--- src/hdl/stepper_burst_pulse_sequencer_defines.svh ---
// Assertion macros shared by the step pulse sequencer RTL.
// Included by files that carry concurrent checks; no other dependencies.
`ifndef STEPPER_BURST_PULSE_SEQUENCER_DEFINES_SVH
`define STEPPER_BURST_PULSE_SEQUENCER_DEFINES_SVH

// Same-cycle implication, disabled during reset
`define SBPS_ASSERT_NOW(label, clk, rst_n, ante, cons) \
  label: assert property (@(posedge clk) disable iff (!rst_n) (ante) |-> (cons)) \
    else $error("sbps check failed");

// Next-cycle implication, disabled during reset
`define SBPS_ASSERT_NEXT(label, clk, rst_n, ante, cons) \
  label: assert property (@(posedge clk) disable iff (!rst_n) (ante) |=> (cons)) \
    else $error("sbps check failed");

`endif

--- src/hdl/sbps_pkg.sv ---
// Shared types and constants for the step/dir burst pulse sequencer.
// No dependencies; imported by every module of the block.
`timescale 1ns / 1ps
`default_nettype none

package sbps_pkg;

  // Configuration port geometry
  localparam int CFG_IDX_W  = 3;
  localparam int CFG_DATA_W = 16;

  // Register indexes
  localparam logic [CFG_IDX_W-1:0] REG_MICROSTEPS   = 3'd0;
  localparam logic [CFG_IDX_W-1:0] REG_DIR_SETUP    = 3'd1;
  localparam logic [CFG_IDX_W-1:0] REG_ENABLE_SETUP = 3'd2;
  localparam logic [CFG_IDX_W-1:0] REG_PULSE_HIGH   = 3'd3;
  localparam logic [CFG_IDX_W-1:0] REG_PULSE_LOW    = 3'd4;
  localparam logic [CFG_IDX_W-1:0] REG_GROUP_GAP    = 3'd5;
  localparam logic [CFG_IDX_W-1:0] REG_FINAL_HOLD   = 3'd6;

  // Register reset values
  localparam logic [7:0]  RST_MICROSTEPS   = 8'd100;
  localparam logic [15:0] RST_DIR_SETUP    = 16'd6;
  localparam logic [15:0] RST_ENABLE_SETUP = 16'd5;
  localparam logic [15:0] RST_PULSE_HIGH   = 16'd4;
  localparam logic [15:0] RST_PULSE_LOW    = 16'd4;
  localparam logic [15:0] RST_GROUP_GAP    = 16'd1500;
  localparam logic [15:0] RST_FINAL_HOLD   = 16'd5;

  // Input item kinds
  localparam logic MODE_TICK  = 1'b0;
  localparam logic MODE_START = 1'b1;

  // Input payload packing
  localparam int IN_TDATA_W  = 32;
  localparam int OUT_TDATA_W = 8;

  typedef struct packed {
    logic [7:0]  microsteps_per_group;
    logic [15:0] dir_setup_ticks;
    logic [15:0] enable_setup_ticks;
    logic [15:0] pulse_high_ticks;
    logic [15:0] pulse_low_ticks;
    logic [15:0] group_gap_ticks;
    logic [15:0] final_hold_ticks;
  } sbps_cfg_t;

  typedef struct packed {
    logic start_rejected;
    logic done_res;
    logic busy_res;
    logic enable_level;
    logic dir_level;
    logic step_level;
  } sbps_res_t;

endpackage

`default_nettype wire

--- src/hdl/stepper_burst_pulse_sequencer.sv ---
// An input transaction passes through the input register, then the result
// register, before its result transaction appears. Throughput: one
// transaction per cycle while out_tready accepts results; the phase state
// updates in a single pass per item. Reset: rst_n synchronous active low;
// phase idle, pins low, registers back to their default timings.
// Top level of the step/dir burst pulse sequencer; uses sbps_pkg,
// sbps_cfg_regs and sbps_core.
`timescale 1ns / 1ps
`default_nettype none

module stepper_burst_pulse_sequencer
  import sbps_pkg::*;
#(
  parameter int COUNT_BITS = 24
) (
  input  wire logic                   clk,
  input  wire logic                   rst_n,
  // input stream
  input  wire logic                   in_tvalid,
  output logic                        in_tready,
  input  wire logic [IN_TDATA_W-1:0]  in_tdata,   // [0] direction, [24:1] step_count
  input  wire logic                   in_tuser,   // [0] mode
  // result stream
  output logic                        out_tvalid,
  input  wire logic                   out_tready,
  output logic [OUT_TDATA_W-1:0]      out_tdata,  // [0] step_level, [1] dir_level,
                                                  // [2] enable_level, [3] busy_res,
                                                  // [4] done_res, [5] start_rejected
  // configuration writes
  input  wire logic                   cfg_valid,
  output logic                        cfg_ready,
  input  wire logic [CFG_IDX_W-1:0]   cfg_index,
  input  wire logic [CFG_DATA_W-1:0]  cfg_data
);

  logic        s1_valid_r, s1_valid_nxt;
  logic        s1_mode_r;
  logic        s1_dir_r;
  logic [23:0] s1_count_r;
  logic        in_take;
  logic        adv;
  logic        out_valid_r, out_valid_nxt;
  sbps_res_t   res;
  sbps_res_t   res_r;
  sbps_cfg_t   cfg;

  // Config writes are always taken
  assign cfg_ready = 1'b1;

  sbps_cfg_regs u_cfg (
    .clk      (clk),
    .rst_n    (rst_n),
    .wr_en    (cfg_valid),
    .wr_index (cfg_index),
    .wr_data  (cfg_data),
    .cfg      (cfg)
  );

  // Move the input register into the result register when it has room
  assign adv       = s1_valid_r && (!out_valid_r || out_tready);
  assign in_tready = !s1_valid_r || adv;
  assign in_take   = in_tvalid && in_tready;

  always_comb begin
    s1_valid_nxt = s1_valid_r;
    if (in_take) begin
      s1_valid_nxt = 1'b1;
    end else if (adv) begin
      s1_valid_nxt = 1'b0;
    end
  end

  always_comb begin
    out_valid_nxt = out_valid_r;
    if (adv) begin
      out_valid_nxt = 1'b1;
    end else if (out_tready) begin
      out_valid_nxt = 1'b0;
    end
  end

  always_ff @(posedge clk) begin
    if (!rst_n) begin
      s1_valid_r  <= 1'b0;
      out_valid_r <= 1'b0;
    end else begin
      s1_valid_r  <= s1_valid_nxt;
      out_valid_r <= out_valid_nxt;
    end
  end

  // Capture the incoming transaction
  always_ff @(posedge clk) begin
    if (in_take) begin
      s1_mode_r  <= in_tuser;
      s1_dir_r   <= in_tdata[0];
      s1_count_r <= in_tdata[24:1];
    end
  end

  sbps_core #(
    .COUNT_BITS (COUNT_BITS)
  ) u_core (
    .clk           (clk),
    .rst_n         (rst_n),
    .adv           (adv),
    .in_mode       (s1_mode_r),
    .in_direction  (s1_dir_r),
    .in_step_count (s1_count_r),
    .cfg           (cfg),
    .res           (res)
  );

  // Hold the result until taken
  always_ff @(posedge clk) begin
    if (adv) begin
      res_r <= res;
    end
  end

  assign out_tvalid = out_valid_r;
  assign out_tdata  = {2'b00, res_r};

endmodule

`default_nettype wire

--- src/hdl/sbps_cfg_regs.sv ---
// Configuration register file of the step pulse sequencer.
// Depends on sbps_pkg for register indexes, reset values and sbps_cfg_t.
`timescale 1ns / 1ps
`default_nettype none

module sbps_cfg_regs
  import sbps_pkg::*;
(
  input  wire logic                  clk,
  input  wire logic                  rst_n,
  input  wire logic                  wr_en,
  input  wire logic [CFG_IDX_W-1:0]  wr_index,
  input  wire logic [CFG_DATA_W-1:0] wr_data,
  output sbps_cfg_t                  cfg
);

  sbps_cfg_t cfg_r;
  sbps_cfg_t cfg_nxt;

  // Decode the write index
  always_comb begin
    cfg_nxt = cfg_r;
    if (wr_en) begin
      unique case (wr_index)
        REG_MICROSTEPS:   cfg_nxt.microsteps_per_group = wr_data[7:0];
        REG_DIR_SETUP:    cfg_nxt.dir_setup_ticks      = wr_data;
        REG_ENABLE_SETUP: cfg_nxt.enable_setup_ticks   = wr_data;
        REG_PULSE_HIGH:   cfg_nxt.pulse_high_ticks     = wr_data;
        REG_PULSE_LOW:    cfg_nxt.pulse_low_ticks      = wr_data;
        REG_GROUP_GAP:    cfg_nxt.group_gap_ticks      = wr_data;
        REG_FINAL_HOLD:   cfg_nxt.final_hold_ticks     = wr_data;
        default:          cfg_nxt = cfg_r;
      endcase
    end
  end

  always_ff @(posedge clk) begin
    if (!rst_n) begin
      cfg_r.microsteps_per_group <= RST_MICROSTEPS;
      cfg_r.dir_setup_ticks      <= RST_DIR_SETUP;
      cfg_r.enable_setup_ticks   <= RST_ENABLE_SETUP;
      cfg_r.pulse_high_ticks     <= RST_PULSE_HIGH;
      cfg_r.pulse_low_ticks      <= RST_PULSE_LOW;
      cfg_r.group_gap_ticks      <= RST_GROUP_GAP;
      cfg_r.final_hold_ticks     <= RST_FINAL_HOLD;
    end else begin
      cfg_r <= cfg_nxt;
    end
  end

  assign cfg = cfg_r;

endmodule

`default_nettype wire

--- src/hdl/sbps_core.sv ---
// Phase sequencer of the step pulse generator: state registers plus the
// single-pass next-state logic. Depends on sbps_pkg and the assertion macros.
`timescale 1ns / 1ps
`default_nettype none
`include "stepper_burst_pulse_sequencer_defines.svh"

module sbps_core
  import sbps_pkg::*;
#(
  parameter int COUNT_BITS = 24
) (
  input  wire logic        clk,
  input  wire logic        rst_n,
  input  wire logic        adv,
  input  wire logic        in_mode,
  input  wire logic        in_direction,
  input  wire logic [23:0] in_step_count,
  input  wire sbps_cfg_t   cfg,
  output sbps_res_t        res
);

  // Phase codes
  localparam logic [2:0] PH_IDLE = 3'd0;
  localparam logic [2:0] PH_DIR  = 3'd1;
  localparam logic [2:0] PH_EN   = 3'd2;
  localparam logic [2:0] PH_HIGH = 3'd3;
  localparam logic [2:0] PH_LOW  = 3'd4;
  localparam logic [2:0] PH_GAP  = 3'd5;
  localparam logic [2:0] PH_HOLD = 3'd6;

  localparam logic [31:0] CMAX = 32'((64'd1 << COUNT_BITS) - 64'd1);

  logic [2:0]            phase_r, phase_nxt;
  logic [15:0]           wait_r, wait_nxt;
  logic [COUNT_BITS-1:0] pl_r, pl_nxt;
  logic [7:0]            gp_r, gp_nxt;
  logic                  fg_r, fg_nxt;
  logic                  dir_r, dir_nxt;
  logic                  step_r, step_nxt;
  logic                  en_r, en_nxt;
  logic                  done_c, rej_c;

  logic [7:0]            grp_size;
  logic [15:0]           high_len, low_len, wait_dec;
  logic [31:0]           cnt_ext, cnt_sat;
  logic [COUNT_BITS-1:0] pl_load, pl_dec, bg_pl;
  logic                  bg_final;
  logic [7:0]            gp_dec;

  // Zero lengths and group size count as one
  assign grp_size = (cfg.microsteps_per_group == 8'd0) ? 8'd1 : cfg.microsteps_per_group;
  assign high_len = (cfg.pulse_high_ticks == 16'd0) ? 16'd1 : cfg.pulse_high_ticks;
  assign low_len  = (cfg.pulse_low_ticks == 16'd0) ? 16'd1 : cfg.pulse_low_ticks;

  // Saturate the requested count to the counter width
  assign cnt_ext = {8'd0, in_step_count};
  assign cnt_sat = (cnt_ext > CMAX) ? CMAX : cnt_ext;
  assign pl_load = cnt_sat[COUNT_BITS-1:0];

  assign pl_dec   = pl_r - COUNT_BITS'(1);
  assign gp_dec   = gp_r - 8'd1;
  assign wait_dec = (wait_r != 16'd0) ? (wait_r - 16'd1) : 16'd0;

  // Pulse count seen when a group begins on this item
  assign bg_pl    = (in_mode == MODE_START) ? pl_load :
                    ((phase_r == PH_LOW) ? pl_dec : pl_r);
  assign bg_final = bg_pl < COUNT_BITS'(grp_size);

  // Next-state logic for one transaction
  always_comb begin
    logic do_bg;
    do_bg     = 1'b0;
    phase_nxt = phase_r;
    wait_nxt  = wait_r;
    pl_nxt    = pl_r;
    gp_nxt    = gp_r;
    fg_nxt    = fg_r;
    dir_nxt   = dir_r;
    step_nxt  = step_r;
    en_nxt    = en_r;
    done_c    = 1'b0;
    rej_c     = 1'b0;

    if (in_mode == MODE_START) begin
      if (phase_r != PH_IDLE) begin
        rej_c = 1'b1;
      end else begin
        dir_nxt  = in_direction;
        pl_nxt   = pl_load;
        step_nxt = 1'b0;
        en_nxt   = 1'b0;
        if (cfg.dir_setup_ticks == 16'd0) begin
          do_bg = 1'b1;
        end else begin
          phase_nxt = PH_DIR;
          wait_nxt  = cfg.dir_setup_ticks;
        end
      end
    end else if (phase_r != PH_IDLE && phase_r <= PH_HOLD) begin
      wait_nxt = wait_dec;
      if (wait_dec == 16'd0) begin
        unique case (phase_r) inside
          PH_DIR, PH_GAP: do_bg = 1'b1;
          PH_EN: begin
            phase_nxt = PH_HIGH;
            step_nxt  = 1'b1;
            wait_nxt  = high_len;
          end
          PH_HIGH: begin
            phase_nxt = PH_LOW;
            step_nxt  = 1'b0;
            wait_nxt  = low_len;
          end
          PH_LOW: begin
            gp_nxt = gp_dec;
            pl_nxt = pl_dec;
            if (gp_dec != 8'd0) begin
              phase_nxt = PH_HIGH;
              step_nxt  = 1'b1;
              wait_nxt  = high_len;
            end else begin
              en_nxt = 1'b0;
              if (fg_r) begin
                phase_nxt = PH_HOLD;
                wait_nxt  = cfg.final_hold_ticks;
                if (cfg.final_hold_ticks == 16'd0) begin
                  phase_nxt = PH_IDLE;
                  done_c    = 1'b1;
                end
              end else begin
                phase_nxt = PH_GAP;
                wait_nxt  = cfg.group_gap_ticks;
                if (cfg.group_gap_ticks == 16'd0) begin
                  do_bg = 1'b1;
                end
              end
            end
          end
          default: begin
            phase_nxt = PH_IDLE;
            step_nxt  = 1'b0;
            en_nxt    = 1'b0;
            done_c    = 1'b1;
          end
        endcase
      end
    end

    // Begin a group, or finish when no pulses remain
    if (do_bg) begin
      if (bg_pl == '0) begin
        phase_nxt = PH_IDLE;
        wait_nxt  = 16'd0;
        step_nxt  = 1'b0;
        en_nxt    = 1'b0;
        done_c    = 1'b1;
      end else begin
        fg_nxt = bg_final;
        gp_nxt = bg_final ? bg_pl[7:0] : grp_size;
        en_nxt = 1'b1;
        if (cfg.enable_setup_ticks == 16'd0) begin
          phase_nxt = PH_HIGH;
          step_nxt  = 1'b1;
          wait_nxt  = high_len;
        end else begin
          phase_nxt = PH_EN;
          wait_nxt  = cfg.enable_setup_ticks;
        end
      end
    end
  end

  // Advance state once per accepted transaction
  always_ff @(posedge clk) begin
    if (!rst_n) begin
      phase_r <= PH_IDLE;
      wait_r  <= 16'd0;
      pl_r    <= '0;
      gp_r    <= 8'd0;
      fg_r    <= 1'b0;
      dir_r   <= 1'b0;
      step_r  <= 1'b0;
      en_r    <= 1'b0;
    end else if (adv) begin
      phase_r <= phase_nxt;
      wait_r  <= wait_nxt;
      pl_r    <= pl_nxt;
      gp_r    <= gp_nxt;
      fg_r    <= fg_nxt;
      dir_r   <= dir_nxt;
      step_r  <= step_nxt;
      en_r    <= en_nxt;
    end
  end

  assign res.step_level     = step_nxt;
  assign res.dir_level      = dir_nxt;
  assign res.enable_level   = en_nxt;
  assign res.busy_res       = (phase_nxt != PH_IDLE);
  assign res.done_res       = done_c;
  assign res.start_rejected = rej_c;

  // Step and enable pins are quiet whenever no sequence runs
  `SBPS_ASSERT_NOW(a_idle_quiet, clk, rst_n, phase_r == PH_IDLE, !en_r && !step_r)
  // Step pin is high only in the high phase, with the driver enabled
  `SBPS_ASSERT_NOW(a_step_in_high, clk, rst_n, step_r, phase_r == PH_HIGH && en_r)
  // A rejected start leaves the running sequence untouched
  `SBPS_ASSERT_NEXT(a_rej_hold, clk, rst_n, adv && rej_c,
                    $stable(pl_r) && $stable(dir_r) && $stable(phase_r))
  // A tick while idle keeps the block idle
  `SBPS_ASSERT_NEXT(a_idle_tick, clk, rst_n,
                    adv && phase_r == PH_IDLE && in_mode == MODE_TICK, phase_r == PH_IDLE)

endmodule

`default_nettype wire
--- config.mk ---
export PLATFORM = sky130hd
export DESIGN_NAME = stepper_burst_pulse_sequencer
export DESIGN_NICKNAME = d
export VERILOG_FILES = /design/src/hdl/sbps_pkg.sv /design/src/hdl/stepper_burst_pulse_sequencer.sv /design/src/hdl/sbps_cfg_regs.sv /design/src/hdl/sbps_core.sv
export VERILOG_INCLUDE_DIRS = /design/src /design/src/hdl
export SDC_FILE = /design/constraint.sdc
export NUM_CORES = 1
export LEC_CHECK = 0
export BUFFER_PORTS_ARGS = -buffer_cell sky130_fd_sc_hd__buf_2
export CORE_MARGIN = 5
export CORE_UTILIZATION = 30
export DETAILED_ROUTE_END_ITERATION = 8
export SLEW_MARGIN = 5
export SYNTH_ARGS = -nofsm -noshare
export SYNTH_HDL_FRONTEND = slang
export SYNTH_HIERARCHICAL = 1
export SYNTH_SLANG_ARGS = --single-unit
--- constraint.sdc ---
create_clock -name clk -period 4.8 [get_ports clk]
set_clock_uncertainty 0.15 [all_clocks]
set_input_delay 0.96 -clock clk [delete_from_list [all_inputs] [get_ports clk]]
set_output_delay 0.96 -clock clk [all_outputs]
set_load 0.03 [all_outputs]
==> run summary, run 1 <==
=======================================================================================
Detailed-placement wirelength estimate                                         21.40 mm
Post-route setup slack                                                        0.7383 ns
Reg clk slew, reported paths                                                    0.08 ns
Number of flops mapped to enable cells by yosys                                      32
Depth of the worst register-to-register path                                         15
CTS root buffer                                                               clkbuf_16
Count of clock tree sinks                                                           193
Final wirelength                                                               29.71 mm
Input/output buffers                                                                 57
Core Rows                                                                            69
Insertion delay to the later sink of the worst-skew pair                        0.45 ns
Routability congestion estimate                                                  0.8263
Number of inserted diodes                                                             0
Worst setup slack after placement                                             0.7486 ns
Total count of hold-check failures in the final report                                0
Vertical extent of the die                                                     198.9 um
Crit Path Class                                                                 reg2reg
Power after layout                                                             3.731 mW
Highest cell delay on the worst timing path                                     0.52 ns
Outcome                                                                       completed
Vias in the first global route                                                     8389
Slowest-stage cell, CP                                                           or4b_1
Die area                                                                     39570 um^2
Area growth, synth to finish                                                     10.98%
DRC violations left                                                                   0
Final design utilization                                                         33.57%
Finish-stage setup viols                                                              0
Type of origin of the critical path                                                flop
Overall die width                                                              198.9 um
Asr flop ratio synth                                                                 0%
Cell leakage power                                                             4.562 nW
Largest net degree at the start of global routing                                    85
Remaining antenna violation count                                                     0
Worst endpoint data arrival time                                                4.25 ns
Number of nets in the layout                                                       1260
Remaining global-route overflow                                                       0
Router iterations before antenna repair                                               9
Avg WL per Cell                                                                17.84 um
Vias per Instance                                                                 5.332
Slew headroom                                                                    20.71%
Placed Instances                                                                   1634
Max Transition Viols Final                                                            0
Warnings, synthesis                                                                   6
MaxCap Viol Count                                                                     0
Number of post-CTS setup repair buffers                                               0
Floorplan Core Area                                                          35400 um^2
Worst hold path class                                                           reg2reg
Share of post-route cells with drive strength above 1                            15.12%
Initial antenna violation count                                                       0
Hold buffer count at CTS                                                              0
Overall routing resource usage                                                   14.66%
Period utilisation layout                                                        84.62%
H-tree levels                                                                         4
Netlist Area Pre-Place                                                       10710 um^2
CTS resizes                                                                           0
TritonCTS clock tree                                                                yes
Main synth FF type                                                              dfxtp_1
Final instance area                                                          11880 um^2
Final Instance Count excl. Fillers                                                 1665
Worst hold-check slack                                                        0.3098 ns
Number of library cell types mapped by synthesis                                     97
Total power per unit cell area                                             313.9 nW/um^2
Via count                                                                          8877
Area after detailed placement                                                11300 um^2
Worst path top cell family by delay                                        simple AND/OR/NAND/NOR gates
Worst supply voltage drop on vdd                                              0.2685 mV
Number of violations reported at the end of detailed-routing iteration 0            611
Min Clock Period, post-route                                                   4.062 ns
Critical path depth in cells                                                         15
Average instance area after synthesis                                        9.067 um^2
Wire length of the first global-routing pass                                   46.55 mm
Flop and latch count out of synthesis                                               193
Bufs on Longest Clock Path                                                            2
Buffers and inverters on the worst path                                               1
Synthesized instance count                                                         1181
Cells traversed along the worst timing path                                inv_1 -> ha_1 -> or4b_1 -> or3_1 -> a31oi_2 -> ha_1 -> nand4_1 -> nor2_1 -> o21ai_0 -> a21oi_1 -> a2111oi_0 -> and2_1 -> a21oi_1 -> o21a_1 -> o31a_1
Sum of negative setup slack                                                        0 ns
Setup repair after global routing missed its margin                                  no
Total CTS buffers                                                                    17
Sequential element share of the synthesized area                                 39.07%
Transition time at the pin with the least slew margin                          1.183 ns
Crit path required time                                                         4.99 ns
IO Count                                                                             68
Worst Hold Depth                                                                      2
Max Freq                                                                     0.2462 GHz
CP Capture Type                                                                    flop
Starting density of the core                                                     30.25%
Max Fanout on Critical Path                                                          14
=======================================================================================
-- where the power goes --
group,total [mW],switching (mW),internal (mW)
combinational,0.537,0.337,0.200
clock,1.44,0.694,0.750
sequential,1.75,0.0527,1.70
-- per-layer routing --
metal	part of all wire [%]	vias up	GRT usage [%]
met2	49	172	24.91
met1	46	4313	19.82
met5	0	-	0
met3	3.8	14	2.405
li1	-	4378	-
met4	0.72	0	2.888
-- Yosys cell counts (all sizes together), types with 4 or more instances --
cell type / count / area share (%)
a211oi: 4 / 0.33
a21boi: 4 / 0.28
a21o: 5 / 0.35
a21oi: 74 / 3.5
a222oi: 15 / 1.4
a22oi: 6 / 0.42
a31oi: 16 / 1.1
and3: 11 / 0.64
buf: 46 / 2.8
clkbuf: 43 / 1.5
dfxtp: 161 / 30
edfxtp: 32 / 9.0
ha: 11 / 1.3
inv: 25 / 0.88
mux2: 22 / 2.3
mux2i: 110 / 10
nand2: 170 / 6.0
nand2b: 10 / 0.58
nand3: 13 / 0.72
nand3b: 5 / 0.47
nand4: 12 / 0.84
nand4b: 6 / 0.49
nor2: 53 / 2.0
nor2b: 34 / 2.1
nor3: 30 / 1.6
nor4: 45 / 3.0
nor4b: 6 / 1.1
o211ai: 11 / 0.86
o21a: 13 / 0.91
o21ai: 56 / 2.7
o221ai: 4 / 0.33
o311ai: 6 / 0.49
o31a: 6 / 0.49
o31ai: 9 / 0.76
o32ai: 4 / 0.33
or2: 12 / 0.70
or3: 8 / 0.47
or4: 5 / 0.35
xnor2: 10 / 0.82
xor2: 11 / 0.90
-- final timing paths --
| check | start | end | slack (ns) |
|---|---|---|---|
| worst max-delay path | u_core/pl_r[0] | u_core/gp_r[7] | 0.74 |
| worst min-delay path | u_cfg/cfg[99] | u_cfg/cfg[99] | 0.31 |
| worst max register to register | u_core/pl_r[0] | u_core/gp_r[7] | 0.74 |
| worst min register to register | u_cfg/cfg[99] | u_cfg/cfg[99] | 0.31 |
-- flip-flops by register name, indices dropped and copies added, names as in the netlist, 3 cells and up --
| signal | count |
|---|---|
| out_tdata | 6 |
| s1_count_r | 24 |
| u_cfg/cfg | 104 |
| u_core/gp_r | 8 |
| u_core/phase_r | 3 |
| u_core/pl_r | 24 |
| u_core/wait_r | 16 |
-- layout make-up --
class / instances / area (um^2)
Sequential cell: 193 / 4184
Multi-Input combinational cell: 874 / 5973
Tap cell: 461 / 576.8
Timing Repair Buffer: 80 / 473.0
Clock buffer: 18 / 439.2
Inverter: 26 / 97.59
Clock inverter: 13 / 140.1
Fill cell: 3672 / 23510
-- worst register-to-register path: stages, from the launching register on --
cell	delay [ns]
dfxtp_1	0.34
inv_1	0.10
ha_1	0.19
or4b_1	0.52
or3_1	0.36
a31oi_2	0.33
ha_1	0.30
nand4_1	0.09
nor2_1	0.06
o21ai_0	0.07
a21oi_1	0.06
a2111oi_0	0.38
and2_1	0.43
a21oi_1	0.12
o21a_1	0.21
o31a_1	0.27
-- kinds of logic (layout without fill, tap and decap cells) --
family / after synthesis / in the layout / share of synthesized area, %
fa+ha+maj: 11 / 11 / 1.285
buf+inv: 115 / 137 / 5.212
simple gates: 437 / 437 / 22.51
compound gates: 270 / 270 / 17.54
xor+xnor: 21 / 21 / 1.718
other cells: 2 / 3 / 0.07014
flops: 193 / 193 / 39.07
mux: 132 / 132 / 12.60
-- layout by cell type, fill, tap and decap left out, types with 14 or more instances in the layout --
cell type | synthesis | layout
nand2_1 | 170 | 170
dfxtp_1 | 161 | 161
mux2i_1 | 110 | 110
a21oi_1 | 72 | 71
buf_2 | 20 | 56
nor2_1 | 51 | 51
o21ai_0 | 47 | 47
nor4_1 | 41 | 41
nor2b_1 | 33 | 33
edfxtp_1 | 32 | 32
inv_1 | 25 | 25
nor3_1 | 25 | 25
buf_4 | 11 | 23
mux2_2 | 22 | 22
clkbuf_16 | 0 | 17
a222oi_1 | 15 | 15
a31oi_1 | 14 | 14
(Power assumes the default switching activity.)
==> run 2: changes to the inputs <==
Clock period 4.8 ns to 3.55 ns, I/O delays scaled along.
==> run 2 against run 1 <==
Sequential power is 35% higher. Non-clock buffer count is 76 higher. Wire length is 5.7% higher. Highest routed layer unchanged.
==> run summary, run 2 (synthesized netlist as in run 1, its figures left out) <==
=======================================================================================
Total count of hold-check failures in the final report                                0   unchanged
Overall routing resource usage                                                   15.43%   +0.76 points
Type of origin of the critical path                                                flop
Worst hold path class                                                            in2reg
Max Fanout on Critical Path                                                           7   -7
CP Capture Type                                                                    flop
Largest net degree at the start of global routing                                    86   +1.2%
CTS root buffer                                                               clkbuf_16
Post-route setup slack                                                       0.08805 ns   -0.6503 ns
Transition time at the pin with the least slew margin                          1.214 ns   +0.03153 ns
Commonest non-fill, non-tap cell in the layout                                  nand2_1
Net switching power                                                            1.478 mW   +36%
Routability congestion estimate                                                  0.8172   -1.1%
Area after detailed placement                                                11850 um^2   +4.8%
Total CTS buffers                                                                    17   unchanged
Remaining antenna violation count                                                     0   unchanged
Starting density of the core                                                     30.25%   unchanged
Via count                                                                          9279   +4.5%
Max Freq                                                                     0.2889 GHz   +17%
Final design utilization                                                         35.48%   +1.9 points
Bufs on Longest Clock Path                                                            2   unchanged
MaxCap Viol Count                                                                     0   unchanged
Count of clock tree sinks                                                           193   unchanged
Floorplan Core Area                                                          35400 um^2   unchanged
Avg WL per Cell                                                                18.03 um   +1.1%
Worst hold-check slack                                                        0.2924 ns   -0.01739 ns
Final wirelength                                                               31.40 mm   +5.7%
Number of violations reported at the end of detailed-routing iteration 0            693   +13%
Most used cells in the layout excluding fill and tap cells                 nand2_1, dfxtp_1, mux2i_1, buf_4, a21oi_1
Crit Path Class                                                                 reg2reg
Min Clock Period, post-route                                                   3.462 ns   -0.5997 ns
Input/output buffers                                                                 57   unchanged
Number of nets in the layout                                                       1336   +6.0%
IO Count                                                                             68   unchanged
Remaining global-route overflow                                                       0   unchanged
Initial antenna violation count                                                       0   unchanged
Detailed-placement wirelength estimate                                         22.60 mm   +5.6%
Number of flip-flops under the largest register name                                104   unchanged
Reg clk slew, reported paths                                                    0.07 ns   about the same
Worst endpoint data arrival time                                                3.68 ns   -0.57 ns
Cell Int Power                                                                 3.575 mW   +35%
Vias per Instance                                                                 5.330   about the same
Number of inserted diodes                                                             0   unchanged
Area growth, synth to finish                                                     17.29%
Worst supply voltage drop on vdd                                              0.3718 mV   +38%
DRC violations left                                                                   0   unchanged
Wire length of the first global-routing pass                                   48.87 mm   +5.0%
Cell leakage power                                                             4.938 nW   +8.2%
Max Transition Viols Final                                                            0   unchanged
Slew headroom                                                                    18.44%   -2.3 points
Outcome                                                                       completed
Crit path required time                                                         3.77 ns   -1.22 ns
Share of post-route cells with drive strength above 1                            21.17%   +6.1 points
Router iterations before antenna repair                                               5   -4
Part of the total power dissipated in combinational logic                         17.2%   +2.8 points
Share of total power in the clock network                                         36.2%   -2.5 points
Hold buffer count at CTS                                                              0   unchanged
Fraction of power spent switching nets                                           29.25%   +0.22 points
Overall die width                                                              198.9 um   unchanged
Finish-stage setup viols                                                              0   unchanged
TritonCTS clock tree                                                                yes
Die area                                                                     39570 um^2   unchanged
Final instance area                                                          12560 um^2   +5.7%
Vertical extent of the die                                                     198.9 um   unchanged
Vias in the first global route                                                     8862   +5.6%
Worst setup slack after placement                                            -0.1124 ns   -0.8610 ns
Total power per unit cell area                                             402.3 nW/um^2   +28%
H-tree levels                                                                         4   unchanged
Core Rows                                                                            69   unchanged
Part of the power in registers                                                    46.6%   -0.3 points
Insertion delay to the later sink of the worst-skew pair                        0.45 ns   about the same
Power after layout                                                             5.053 mW   +35%
Period utilisation layout                                                        97.52%   +13 points
=======================================================================================
## run 2: cell types whose count changed in the layout (fill, tap and decap cells not counted), moves of 2 or more
cell and change:
o21ai_1 +2, nor4_1 -2, inv_4 +2, or4_1 -2, or4b_1 -2, buf_6 +3
or4b_4 +2, clkbuf_1 +3, inv_8 -2, or4_4 +2, o21ai_0 -3, buf_4 +72
## run 2: worst max-delay path, stage by stage, from the launching register on
cell	delay (ns)
dfxtp_1	0.31
or4b_4	0.61
nor4b_4	0.30
xnor2_1	0.17
o21ai_2	0.09
ha_1	0.35
nand4_1	0.13
buf_4	0.11
nor2_1	0.04
a2111oi_2	0.30
and2_4	0.24
buf_4	0.11
a21oi_2	0.04
a211o_1	0.26
a31oi_1	0.15
## run 2: repair_timing
action,in CTS,in global routing
endpoints found under the setup margin,9,39
cloned,0,0
endpoints found under the hold margin,0,0
pin swaps,2,9
resized for setup,6,23
setup buffers,0,5
## run 2: final timing paths
check                               startpoint              to  slack (ns)  depth (start not counted)
worst min register to register   u_cfg/cfg[96]   u_cfg/cfg[96]        0.31                          2
worst min-delay path              in_tdata[20]  s1_count_r[19]        0.29                          1
worst max-delay path            u_core/pl_r[2]  u_core/gp_r[1]        0.09                         14
worst max register to register  u_core/pl_r[2]  u_core/gp_r[1]        0.09                         14
## run 2: area by class of cell
| class | count | area (um^2) |
|---|---|---|
| inverters | 26 | 97.59 |
| fillers | 3642 | 22840 |
| clock buffers | 20 | 436.7 |
| well taps | 461 | 576.8 |
| multi-input cells | 874 | 6102 |
| repair buffers | 156 | 1067 |
| clock inverters | 11 | 95.09 |
| flip-flops and latches | 193 | 4184 |
## run 2: power groups by stage
| stage | Sequential [mW] | Clock (mW) | Combinational [mW] |
|---|---|---|---|
| final | 2.36 | 1.83 | 0.868 |
| after detailed placement | 2.40 | 0 | 0.829 |
| after global routing | 2.36 | 1.97 | 0.947 |
| after CTS | 2.35 | 1.89 | 0.836 |
| after global placement | 2.40 | 0 | 0.820 |
| after floorplan | 2.40 | 0 | 0.541 |
## run 2: metrics by stage
stage	cells	TNS, ns
floorplan	1182	0
global placement	1705	-0.3215
detailed placement	1705	-0.6212
CTS	1736	0
global route	1741	-0.3374
finish	1741	0
## run 2: layer usage
metal	part of all wire, %	GRT usage [%]	vias up
met5	0	0	-
met4	1.3	3.799	0
met3	5.6	2.981	24
met2	48	25.55	248
met1	45	20.80	4474
li1	-	-	4533
==> run 3: changes to the inputs <==
Settings changed: CORE_ASPECT_RATIO set to 1.1.
==> run 3 against run 2 <==
Cell area grew 1.1%. Register-to-register slack improved by 0.04 ns. Highest routed layer unchanged. Combinational power fell by 1%. Fmax up 1.2%. Non-clock buffer count decreased by 6. Clock-buffer cell count shrank 3.
==> run summary, run 3 (synthesized netlist as in run 1, its figures left out) <==
=======================================================================================
Final design utilization                                                         36.05%   +0.57 points
Most used cells in the layout excluding fill and tap cells                 nand2_1, dfxtp_1, mux2i_1, buf_4, a21oi_1
Vertical extent of the die                                                     208.1 um   +4.6%
Share of post-route cells with drive strength above 1                            21.49%   +0.32 points
Overall routing resource usage                                                   15.32%   -0.11 points
Reg-to-Reg Start                                                           u_core/pl_r[0]
Max Fanout on Critical Path                                                           5   -2
Commonest non-fill, non-tap cell in the layout                                  nand2_1
Number of inserted diodes                                                             0   unchanged
Max Freq                                                                     0.2924 GHz   +1.2%
Part of the total power dissipated in combinational logic                         16.2%   -1.0 points
Router iterations before antenna repair                                               6   +1
CTS root buffer                                                               clkbuf_16
Destination of the critical timing path                                    out_tdata[3]
Starting density of the core                                                     30.40%   +0.15 points
Capture instance of the worst register-to-register path                    out_tdata[3]
Depth of the worst register-to-register path                                         14   unchanged
Total count of hold-check failures in the final report                                0   unchanged
DRC violations left                                                                   0   unchanged
Net switching power                                                            1.549 mW   +4.8%
Insertion delay to the later sink of the worst-skew pair                        0.46 ns   about the same
IO Count                                                                             68   unchanged
Number of nets in the layout                                                       1330   -0.45%
Max Transition Viols Final                                                            0   unchanged
Remaining antenna violation count                                                     0   unchanged
Total CTS buffers                                                                    17   unchanged
R2R setup slack                                                                 0.13 ns   +0.04 ns
TritonCTS clock tree                                                                yes
Share of total power in the clock network                                         39.3%   +3.1 points
Slew headroom                                                                    16.68%   -1.8 points
Number of post-CTS setup repair buffers                                               0   unchanged
Die area                                                                     39570 um^2   about the same
MaxCap Viol Count                                                                     0   unchanged
Core Rows                                                                            72   +4.3%
Crit path from                                                             u_core/pl_r[0]
Worst hold path class                                                            in2reg
Wire length of the first global-routing pass                                   49.12 mm   +0.52%
H-tree levels                                                                         4   unchanged
Worst hold-check slack                                                        0.2823 ns   -0.01015 ns
Fraction of power spent switching nets                                           29.26%   about the same
Cell leakage power                                                             4.955 nW   +0.33%
Largest net degree at the start of global routing                                    72   -16%
Initial antenna violation count                                                       0   unchanged
Crit path required time                                                         3.59 ns   -0.18 ns
Input/output buffers                                                                 57   unchanged
Area growth, synth to finish                                                     18.59%
Count of clock tree sinks                                                           193   unchanged
Min Clock Period, post-route                                                   3.420 ns   -0.04178 ns
Routability congestion estimate                                                  0.8672   +6.1%
Type of origin of the critical path                                                flop
Floorplan Core Area                                                          35220 um^2   -0.49%
Reg clk slew, reported paths                                                    0.08 ns   about the same
Fillcell total                                                                     3582   -1.6%
Number of flip-flops under the largest register name                                104   unchanged
Total power per unit cell area                                             416.7 nW/um^2   +3.6%
Avg WL per Cell                                                                17.57 um   -2.6%
Final wirelength                                                               30.85 mm   -1.7%
Worst supply voltage drop on vdd                                              0.3406 mV   -8.4%
Worst endpoint data arrival time                                                3.46 ns   -0.22 ns
Outcome                                                                       completed
Part of the power in registers                                                    44.5%   -2.1 points
Via count                                                                          9249   -0.32%
Period utilisation layout                                                        96.34%   -1.2 points
Cell Int Power                                                                 3.743 mW   +4.7%
Bufs on Longest Clock Path                                                            2   unchanged
Overall die width                                                              190.1 um   -4.4%
CP Capture Type                                                                    flop
Detailed-placement wirelength estimate                                         22.50 mm   -0.44%
Remaining global-route overflow                                                       0   unchanged
Vias per Instance                                                                 5.267   -1.2%
Crit Path Class                                                                 reg2reg
Number of violations reported at the end of detailed-routing iteration 0            654   -5.6%
Finish-stage setup viols                                                              0   unchanged
Vias in the first global route                                                     9198   +3.8%
Transition time at the pin with the least slew margin                          1.240 ns   +0.02606 ns
=======================================================================================
## run 3: cell types whose count changed in the layout (fill, tap and decap cells not counted), sizes merged
cell | previous run | this run
bufinv | 0 | 2
clkinvlp | 0 | 1
clkbuf | 20 | 17
clkinv | 4 | 7
inv | 33 | 31
buf | 156 | 150
## run 3: worst max-delay path, stage by stage (launching register included)
cell and delay [ns]:
dfxtp_1 0.33, inv_2 0.06, ha_2 0.17, or4b_4 0.46
buf_4 0.16, o21ai_4 0.15, a31oi_4 0.13, buf_4 0.18
nand3b_1 0.14, nor4_1 0.29, buf_4 0.17, and3_2 0.25
a21bo_2 0.23, and3_1 0.20, nand3_1 0.10
## run 3: cell type report
cell class,instances,area (um^2),area share [%]
multi-input combinational,874,6141,48.36
sequential,193,4184,32.95
timing repair buffer,150,1036,8.158
tap,481,601.8,4.739
clock buffer,17,425.4,3.350
clock inverter,15,212.7,1.675
inverter,26,97.59,0.7686
## run 3: layer usage
layer / GRT usage [%] / share of wire, % / vias to the layer above
met2: 26.33 / 49 / 226
met1: 19.68 / 45 / 4465
met4: 4.533 / 2.2 / 0
met5: 0 / 0 / -
li1: - / - / 4518
met3: 2.665 / 3.9 / 40
## run 3: worst min path at each step
stage	from	endpoint	depth (start not counted)
2_1_floorplan	u_cfg/cfg[96]	u_cfg/cfg[96]	2
3_3_place_gp	u_cfg/cfg[48]	u_cfg/cfg[48]	2
3_5_place_dp	u_cfg/cfg[99]	u_cfg/cfg[99]	2
4_1_cts	in_tdata[21]	s1_count_r[20]	1
5_1_grt	in_tdata[21]	s1_count_r[20]	1
6_report	in_tdata[21]	s1_count_r[20]	1
## run 3: power by group through the flow
stage          clock network [mW]  logic, mW  registers, mW
2_1_floorplan                   0      0.541           2.40
3_3_place_gp                    0      0.810           2.40
3_5_place_dp                    0      0.818           2.40
4_1_cts                      2.15      0.825           2.35
5_1_grt                      2.24      0.933           2.37
6_report                     2.08      0.859           2.36
## run 3: timing repair
action | in CTS | in global routing
resized for setup | 7 | 25
pin swaps | 2 | 14
hold buffers | 0 | 0
setup endpoints to repair | 10 | 29
## run 3: stage by stage
step / area, um^2 / setup slack, ns / setup TNS, ns / power, mW / instances
after floorplan: 10710 / 0.0009595 / 0 / 2.939 / 1182
after global placement: 11900 / -0.07000 / -0.2020 / 3.212 / 1724
after detailed placement: 11900 / -0.1898 / -1.177 / 3.221 / 1724
after CTS: 12560 / 0.02604 / 0 / 5.325 / 1756
after global routing: 12700 / -0.003666 / -0.003666 / 5.535 / 1756
final: 12700 / 0.1298 / 0 / 5.292 / 1756
